[src/hdl/ptal_pkg.sv]
// ptal_pkg: shared types and constants for the page table aging core
// holds request, result and internal command formats plus operation codes
// no dependencies
`timescale 1ns / 1ps

package ptal_pkg;

    // field widths
    localparam int OP_W    = 3;
    localparam int PAGE_W  = 8;
    localparam int FRAME_W = 6;
    localparam int AGE_W   = 8;

    // highest physical frame number plus one
    localparam int unsigned NUM_FRAMES = 64;

    // operation codes as seen on the request port
    localparam logic [OP_W-1:0] OP_LOOKUP     = 3'd0;
    localparam logic [OP_W-1:0] OP_MAP        = 3'd1;
    localparam logic [OP_W-1:0] OP_INVALIDATE = 3'd2;
    localparam logic [OP_W-1:0] OP_MARK_REF   = 3'd3;
    localparam logic [OP_W-1:0] OP_TICK       = 3'd4;

    // command kinds after classification
    localparam int KIND_W = 3;
    localparam logic [KIND_W-1:0] KIND_NULL   = 3'd0;
    localparam logic [KIND_W-1:0] KIND_LOOKUP = 3'd1;
    localparam logic [KIND_W-1:0] KIND_MAP    = 3'd2;
    localparam logic [KIND_W-1:0] KIND_INVAL  = 3'd3;
    localparam logic [KIND_W-1:0] KIND_MARK   = 3'd4;
    localparam logic [KIND_W-1:0] KIND_TICK   = 3'd5;

    // command queue between front and back
    localparam int QUEUE_DEPTH = 2;
    localparam int QPTR_W      = $clog2(QUEUE_DEPTH);
    localparam int QCNT_W      = $clog2(QUEUE_DEPTH + 1);

    typedef struct packed {
        logic [OP_W-1:0]    operation;
        logic [PAGE_W-1:0]  page;
        logic [FRAME_W-1:0] frame;
    } request_t;

    typedef struct packed {
        logic               present;
        logic [FRAME_W-1:0] frame_out;
        logic [AGE_W-1:0]   age;
    } result_t;

    typedef struct packed {
        logic [KIND_W-1:0]  kind;
        logic [PAGE_W-1:0]  page;
        logic [FRAME_W-1:0] frame;
    } cmd_t;

endpackage

[src/hdl/ptal_queue.sv]
// ptal_queue: short command fifo between front and back
// depends on ptal_pkg for cmd_t and queue depth
`timescale 1ns / 1ps

module ptal_queue (
    input  logic           clk,
    input  logic           rst_n,
    input  logic           push,
    input  ptal_pkg::cmd_t push_data,
    output logic           full,
    input  logic           pop,
    output ptal_pkg::cmd_t pop_data,
    output logic           empty
);
    import ptal_pkg::*;

    cmd_t              slot_reg [QUEUE_DEPTH];
    logic [QPTR_W-1:0] wr_ptr_reg, wr_ptr_next;
    logic [QPTR_W-1:0] rd_ptr_reg, rd_ptr_next;
    logic [QCNT_W-1:0] count_reg, count_next;

    assign full     = count_reg == QCNT_W'(QUEUE_DEPTH);
    assign empty    = count_reg == '0;
    assign pop_data = slot_reg[rd_ptr_reg];

    // pointer and fill count update
    always_comb
    begin
        wr_ptr_next = push ? wr_ptr_reg + 1'b1 : wr_ptr_reg;
        rd_ptr_next = pop ? rd_ptr_reg + 1'b1 : rd_ptr_reg;
        count_next  = count_reg;
        if (push && !pop)
        begin
            count_next = count_reg + 1'b1;
        end
        else if (pop && !push)
        begin
            count_next = count_reg - 1'b1;
        end
    end

    always_ff @(posedge clk or negedge rst_n)
    begin
        if (!rst_n)
        begin
            wr_ptr_reg <= '0;
            rd_ptr_reg <= '0;
            count_reg  <= '0;
        end
        else
        begin
            wr_ptr_reg <= wr_ptr_next;
            rd_ptr_reg <= rd_ptr_next;
            count_reg  <= count_next;
        end
    end

    // payload slots
    always_ff @(posedge clk)
    begin
        if (push)
        begin
            slot_reg[wr_ptr_reg] <= push_data;
        end
    end

endmodule

[config.mk]
export PLATFORM = sky130hd
export DESIGN_NAME = ptal_queue
export DESIGN_NICKNAME = d
export VERILOG_FILES = /design/src/hdl/ptal_pkg.sv /design/src/hdl/ptal_queue.sv
export SDC_FILE = /design/constraint.sdc
export NUM_CORES = 1
export LEC_CHECK = 0
export ABC_CLOCK_PERIOD_IN_PS = 3100
export BUFFER_PORTS_ARGS = -buffer_cell sky130_fd_sc_hd__buf_2
export CAP_MARGIN = 10
export CORE_MARGIN = 3
export CORE_UTILIZATION = 45
export CTS_BUF_LIST = sky130_fd_sc_hd__clkbuf_8
export DETAILED_ROUTE_END_ITERATION = 8
export GPL_TIMING_DRIVEN = 0
export PLACE_DENSITY = 0.7
export SYNTH_ARGS = -nofsm -noshare
export SYNTH_HDL_FRONTEND = slang
export SYNTH_SLANG_ARGS = --single-unit
[constraint.sdc]
create_clock -name clk -period 3.1 [get_ports clk]
set_input_delay 0.62 -clock clk [delete_from_list [all_inputs] [get_ports clk]]
set_output_delay 0.62 -clock clk [all_outputs]
set_load 0.01 [all_outputs]
==> reports/results.tsv, run 1 <==
metric	value	unit
number of port buffers	39	
number of hold buffers added after CTS	0	
hold violation total from the final report	0	
worst setup path category	flip-flop to output port	
flip-flop count of the largest register after layout	34	
PostCTS Resize Cnt	0	
Setup TNS	0	ns
fin area	0.00180	sq mm
initial cell density of the core	0.476	
number of max-slew violations in the final report	0	
IO Pins	40	
Area growth syn-to-layout	22.8	%
clock skew	0.00606	ns
clock insertion delay at the later pin of the skew report	0.29	ns
1st-iter DRT viols	12	
remaining global-route overflow	0	
area post-placement	0.00172	sq mm
largest net degree at the start of global routing	18	
count of nets after finishing	137	
Placeable Area	0.00308	sq mm
DRT Wirelength	2260	um
register bit count reported by yosys	38	
worst path cell trace	buf_6, buf_12, mux2_4, buf_2	
Ant. Diodes	0	
Yosys warning count	0	
Hold/Removal Path Class	input port to async pin	
CP max-delay cell	sky130_fd_sc_hd__dfrtp_1	
status	finished, final reports clean	
Final Worst Setup Slack	1.10	ns
# fillers	252	
Setup crit start	rd_ptr_reg	
mean routed wirelength per cell	14.1	um
sequential fraction of the synthesis area	0.766	
Die Footprint	0.00397	sq mm
Lkg Pwr	0.734	nW
post-layout min period	2.00	ns
HPWL reported at the end of detailed placement	1610	um
synthesized net count	91	
Die H	63.0	um
Reg2Reg Launch Point	wr_ptr_reg	
synthesized instance count	69	
number of distinct library cells after synthesis	13	
most area-consuming cells after synthesis	sky130_fd_sc_hd__edfxtp_1 (70%), sky130_fd_sc_hd__mux2_4 (9.2%), sky130_fd_sc_hd__dfrtp_1 (6.8%)	
delay of the slowest critical-path stage	0.37	ns
syn avg cell area	21.2	sq um
RSZ-0062 raised after global routing	false	
areal power density over the cells	865	mW/mm^2
Max FO, Critical Path	10	
combined area of the multi-input logic cells	310	sq um
routed via count	721	
transition time at the pin with the least slew margin	0.898	ns
data arrival time of the critical path	1.38	ns
via count of the first global-routing pass	732	
final-layout worst hold slack	0.125	ns
DR vias/cell	4.51	
category of the worst setup path capture point	output port	
number of buffers inserted to repair setup after CTS	0	
element type at the critical path start	flip-flop	
Site Rows	20	
wire length of the first global-routing pass	3510	um
Synth top area share	0.697	
gr usage total	0.127	
Die X	63.0	um
sequential cell area	0.00112	sq mm
CTS Buf Count	5	
cell at the root of the clock tree	sky130_fd_sc_hd__clkbuf_8	
number of max-cap violations	0	
CTS sink cnt	38	
post-synthesis instance area	0.00146	sq mm
H-Tree Depth	2	
Relative slew margins	0.399	
dpl cells	152	
post-placement setup slack	1.22	ns
max frequency	499	MHz
clock tree from TritonCTS	yes	
DRC errors left	0	
drt pass-1 iters	4	
Detail Route Antenna Nets	0	
final critical-path share of the clock period	0.646	
worst endpoint required time	2.48	ns
total of endpoints with negative setup slack in the final report	0	
clock tree buffer depth	2	
largest area contributor in the synthesized netlist	sky130_fd_sc_hd__edfxtp_1	
maximum VDD drop	0.374	mV
number of non-filler instances in the completed layout	160	
post-layout total power	1.56	mW
antenna violations before repair	0	
fin util	0.584	
fraction of final layout cells sized beyond drive strength 1	0.560	
Placer Congestion	0.697	
clock slew seen by the registers of the worst setup and hold paths	0.07	ns
worst max-delay path: cells and delay by family, from the launching register on:
kind	cells	cell delay, ns
buffers and inverters	3	0.43
multiplexers	1	0.30
flip-flops	1	0.37
layout by cell type, fill, tap and decap left out:
master,Yosys,layout
sky130_fd_sc_hd__nor2_1,2,2
sky130_fd_sc_hd__buf_2,0,39
sky130_fd_sc_hd__inv_1,1,2
sky130_fd_sc_hd__ha_1,1,1
sky130_fd_sc_hd__buf_12,1,1
sky130_fd_sc_hd__nor2b_1,2,1
sky130_fd_sc_hd__clkinv_2,0,1
sky130_fd_sc_hd__nor2b_2,0,1
sky130_fd_sc_hd__edfxtp_1,34,34
sky130_fd_sc_hd__xnor2_1,1,1
sky130_fd_sc_hd__mux2_2,8,8
sky130_fd_sc_hd__clkbuf_8,0,5
sky130_fd_sc_hd__dfrtp_1,4,4
sky130_fd_sc_hd__and2_1,1,1
sky130_fd_sc_hd__buf_6,1,1
sky130_fd_sc_hd__xor2_1,4,4
sky130_fd_sc_hd__mux2_4,9,9
sky130_fd_sc_hd__clkinv_1,0,1
synthesized netlist by cell type:
cell type and instances:
sky130_fd_sc_hd__xnor2_1 1, sky130_fd_sc_hd__inv_1 1, sky130_fd_sc_hd__nor2b_1 2, sky130_fd_sc_hd__buf_12 1, sky130_fd_sc_hd__nor2_1 2, sky130_fd_sc_hd__mux2_2 8, sky130_fd_sc_hd__xor2_1 4, sky130_fd_sc_hd__and2_1 1
sky130_fd_sc_hd__dfrtp_1 4, sky130_fd_sc_hd__mux2_4 9, sky130_fd_sc_hd__buf_6 1, sky130_fd_sc_hd__edfxtp_1 34, sky130_fd_sc_hd__ha_1 1
per-layer routing:
layer / up-vias / global-route usage / wire length (um) / part of all wire
met5: - / 0 / 0 / 0
li1: 349 / - / - / -
met3: 5 / 0.0558 / 148 / 0.065
met1: 340 / 0.131 / 874 / 0.39
met2: 27 / 0.213 / 1190 / 0.52
met4: 0 / 0.0744 / 53 / 0.023
final cells by class:
cell class	count	area share
plain buffers	2	0.0174
clock buffers	5	0.0383
clock inverters	3	0.00696
inverters	1	0.00209
multi-input cells	28	0.173
flip-flops and latches	38	0.624
well taps	44	0.0306
repair buffers	39	0.109
path summary, 6_finish.rpt:
kind                                   end  slack [ns]  cells past startpoint
max                           pop_data[13]        1.10                      4
min                           count_reg[1]        0.12                      1
max reg2reg                slot_reg[0][12]        1.59                      1
min reg2reg                   count_reg[1]        0.49                      1
max in group asynchronous       rd_ptr_reg        2.85                      1
min in group clk              count_reg[1]        0.49                      1
report_power, final:
| group | switching [mW] | total, mW | internal, mW |
|---|---|---|---|
| Clock | 0.157 | 0.308 | 0.151 |
| Sequential | 0.0431 | 0.732 | 0.689 |
| Combinational | 0.242 | 0.515 | 0.273 |
| Total | 0.443 | 1.56 | 1.11 |
kinds of logic after synthesis:
group	share of synthesized area
XOR/XNOR	0.0299
multiplexers	0.154
buffers and inverters	0.0239
flip-flops	0.766
adder cells (fa/ha/maj)	0.00855
AND/OR/NAND/NOR	0.0180
No activity file was read; power rests on OpenSTA's default activity.
==> run 2, diff against run 1 <==
--- a/config.mk
+++ b/config.mk
@@ -5,7 +5,8 @@
 export SDC_FILE = /design/constraint.sdc
 export NUM_CORES = 1
 export LEC_CHECK = 0
-export ABC_CLOCK_PERIOD_IN_PS = 3100
+export ABC_AREA = 1
+export ABC_CLOCK_PERIOD_IN_PS = 2000
 export BUFFER_PORTS_ARGS = -buffer_cell sky130_fd_sc_hd__buf_2
 export CAP_MARGIN = 10
 export CORE_MARGIN = 3
==> constraint.sdc (replaced) <==
create_clock -name clk -period 2 [get_ports clk]
set_input_delay 0.4 -clock clk [delete_from_list [all_inputs] [get_ports clk]]
set_output_delay 0.4 -clock clk [all_outputs]
set_load 0.01 [all_outputs]
==> reports/results.tsv, run 2 <==
metric	value	unit
number of max-slew violations in the final report	0	
H-Tree Depth	2	
DRT Wirelength	2300	um
Site Rows	20	
Synth top area share	0.688	
DR vias/cell	4.53	
maximum VDD drop	0.823	mV
most frequently used cell type in the post-synthesis netlist	sky130_fd_sc_hd__edfxtp_1	
syn avg cell area	19.0	sq um
RSZ-0062 raised after global routing	false	
areal power density over the cells	1310	mW/mm^2
drt pass-1 iters	4	
Die X	63.4	um
element type at the critical path start	flip-flop	
Setup TNS	0	ns
endpoint of the worst hold path	slot_reg[1][3]	
DRC errors left	0	
fraction of final layout cells sized beyond drive strength 1	0.508	
clock slew seen by the registers of the worst setup and hold paths	0.06	ns
Clk network pwr share	0.186	
number of buffers inserted to repair setup after CTS	0	
post-synthesis instance area	0.00148	sq mm
clock tree from TritonCTS	yes	
data arrival time of the critical path	1.39	ns
largest area contributor in the synthesized netlist	sky130_fd_sc_hd__edfxtp_1	
status	finished, final reports clean	
post-layout min period	1.79	ns
PostCTS Resize Cnt	0	
number of port buffers	39	
IO Pins	40	
post-placement setup slack	0.266	ns
clock insertion delay at the later pin of the skew report	0.27	ns
count of nets after finishing	148	
register bit count reported by yosys	38	
fraction of synthesis flops using an asynchronous set or reset pin	0.105	
largest net degree at the start of global routing	18	
Final Worst Setup Slack	0.207	ns
initial cell density of the core	0.478	
total of endpoints with negative setup slack in the final report	0	
internal power contribution	1.73	mW
antenna violations before repair	0	
Yosys warning count	0	
register-to-register setup slack	0.46	ns
worst setup path category	flip-flop to output port	
final critical-path share of the clock period	0.897	
gr usage total	0.125	
clock skew	0.00392	ns
post-layout total power	2.40	mW
cell at the root of the clock tree	sky130_fd_sc_hd__clkbuf_8	
net switching share of the total power	0.282	
flip-flop count of the largest register after layout	34	
Max FO, Critical Path	10	
Area growth syn-to-layout	23.4	%
Ant. Diodes	0	
number of max-cap violations	0	
via count of the first global-routing pass	835	
Lkg Pwr	0.776	nW
worst endpoint required time	1.60	ns
routed via count	770	
synthesized instance count	78	
mean routed wirelength per cell	13.5	um
sequential fraction of the synthesis area	0.755	
HPWL reported at the end of detailed placement	1710	um
launch instance of the worst min-delay path	push_data[3]	
number of distinct library cells after synthesis	14	
most area-consuming cells after synthesis	sky130_fd_sc_hd__edfxtp_1 (69%), sky130_fd_sc_hd__mux2_4 (9.1%), sky130_fd_sc_hd__dfrtp_1 (6.7%)	
wire length of the first global-routing pass	3680	um
category of the worst setup path capture point	output port	
number of synthesized flops with an enable pin	34	
CTS sink cnt	38	
Primary FF master, synth	sky130_fd_sc_hd__edfxtp_1	
top library cells by usage in the layout, fill and taps aside	sky130_fd_sc_hd__buf_2 (39), sky130_fd_sc_hd__edfxtp_1 (34), sky130_fd_sc_hd__mux2_4 (9), sky130_fd_sc_hd__inv_1 (9), sky130_fd_sc_hd__mux2_2 (8)	
power spent charging and discharging nets	0.677	mW
Hold/Removal Path Class	input port to flip-flop	
Placer Congestion	0.715	
relative contribution of sequential cells to total power	0.472	
max frequency	558	MHz
CTS Buf Count	5	
commonest non-fill, non-tap cell in the layout	sky130_fd_sc_hd__buf_2	
remaining global-route overflow	0	
Die Footprint	0.00402	sq mm
Reg2Reg Launch Point	wr_ptr_reg	
Worst R2R End	slot_reg[0][13]	
1st-iter DRT viols	15	
Relative slew margins	0.491	
clock tree buffer depth	2	
depth of the worst register-to-register path	2	
leading post-synthesis cells by instance count	sky130_fd_sc_hd__edfxtp_1 (34), sky130_fd_sc_hd__mux2_4 (9), sky130_fd_sc_hd__mux2_2 (8), sky130_fd_sc_hd__inv_1 (7), sky130_fd_sc_hd__nand2_1 (5)	
Detail Route Antenna Nets	0	
Die H	63.4	um
final-layout worst hold slack	0.317	ns
hold depth	1	
synthesized net count	100	
fraction of power consumed by combinational cells	0.342	
hold violation total from the final report	0	
Placeable Area	0.00310	sq mm
transition time at the pin with the least slew margin	0.761	ns
## run 2: cell types whose count changed after synthesis, sizes merged
cell,before,now
and2,1,0
nand2,0,5
nor2,2,3
nand4,0,1
nand3,0,1
nor2b,2,0
inv,1,7
xor2,4,2
## run 2: per-layer routing
layer	routed length (um)	vias up	global-route usage
met5	0	-	0
met3	100	2	0.0374
met2	1270	19	0.231
met4	24	0	0.0728
li1	-	378	-
met1	905	371	0.121
## run 2: cell families (layout without fill, tap and decap cells)
| kind of cell | count (synthesis) | count (layout) | share of synthesized area |
|---|---|---|---|
| simple gates | 10 | 10 | 0.0278 |
| xor+xnor | 3 | 3 | 0.0177 |
| mux | 17 | 17 | 0.152 |
| buf+inv | 9 | 57 | 0.0388 |
| flops | 38 | 38 | 0.755 |
| fa+ha+maj | 1 | 1 | 0.00843 |
## run 2: repair_timing
| action | 4_1_cts | 5_1_grt |
|---|---|---|
| hold buffers | 1 | 0 |
| setup endpoints to repair | 0 | 0 |
| hold endpoints to repair | 4 | 0 |
## run 2: power groups by stage
stage,registers (mW),logic [mW],clock network (mW)
6_report,1.13,0.821,0.448
2_1_floorplan,1.13,0.579,0
3_3_place_gp,1.14,0.810,0
3_5_place_dp,1.15,0.836,0
5_1_grt,1.15,0.890,0.496
4_1_cts,1.14,0.840,0.465
## run 2: worst max path at each step
stage                     startpoint               to  slack (ns)  cells after the start
final                     rd_ptr_reg     pop_data[13]        0.21                      4
after global placement          push   slot_reg[0][1]       -0.07                      3
after floorplan                 push   slot_reg[0][0]        0.45                      2
after global routing      rd_ptr_reg     pop_data[13]        0.16                      4
after CTS                 rd_ptr_reg     pop_data[13]        0.19                      4
after detailed placement        push  slot_reg[0][15]        0.27                      4
## run 2: area by class of cell
class / count / area (sq um)
inverter: 7 / 26.3
multi-input combinational: 31 / 305
timing repair buffer: 41 / 216
fill: 252 / 1270
clock inverter: 2 / 7.51
sequential: 38 / 1120
tap: 44 / 55.1
buffer: 2 / 31.3
clock buffer: 5 / 68.8
## run 2: metrics by stage
stage	instance area, sq um	cells	utilization
after CTS	1830	170	0.590
after global routing	1830	170	0.590
after floorplan	1480	78	-
final	1830	170	0.590
after detailed placement	1750	162	0.563
after global placement	1730	161	0.559
## run 2: critical path, stage by stage, from the launching register on
cell	delay (ns)
sky130_fd_sc_hd__dfrtp_1	0.38
sky130_fd_sc_hd__buf_6	0.15
sky130_fd_sc_hd__buf_12	0.15
sky130_fd_sc_hd__mux2_4	0.30
sky130_fd_sc_hd__buf_2	0.14
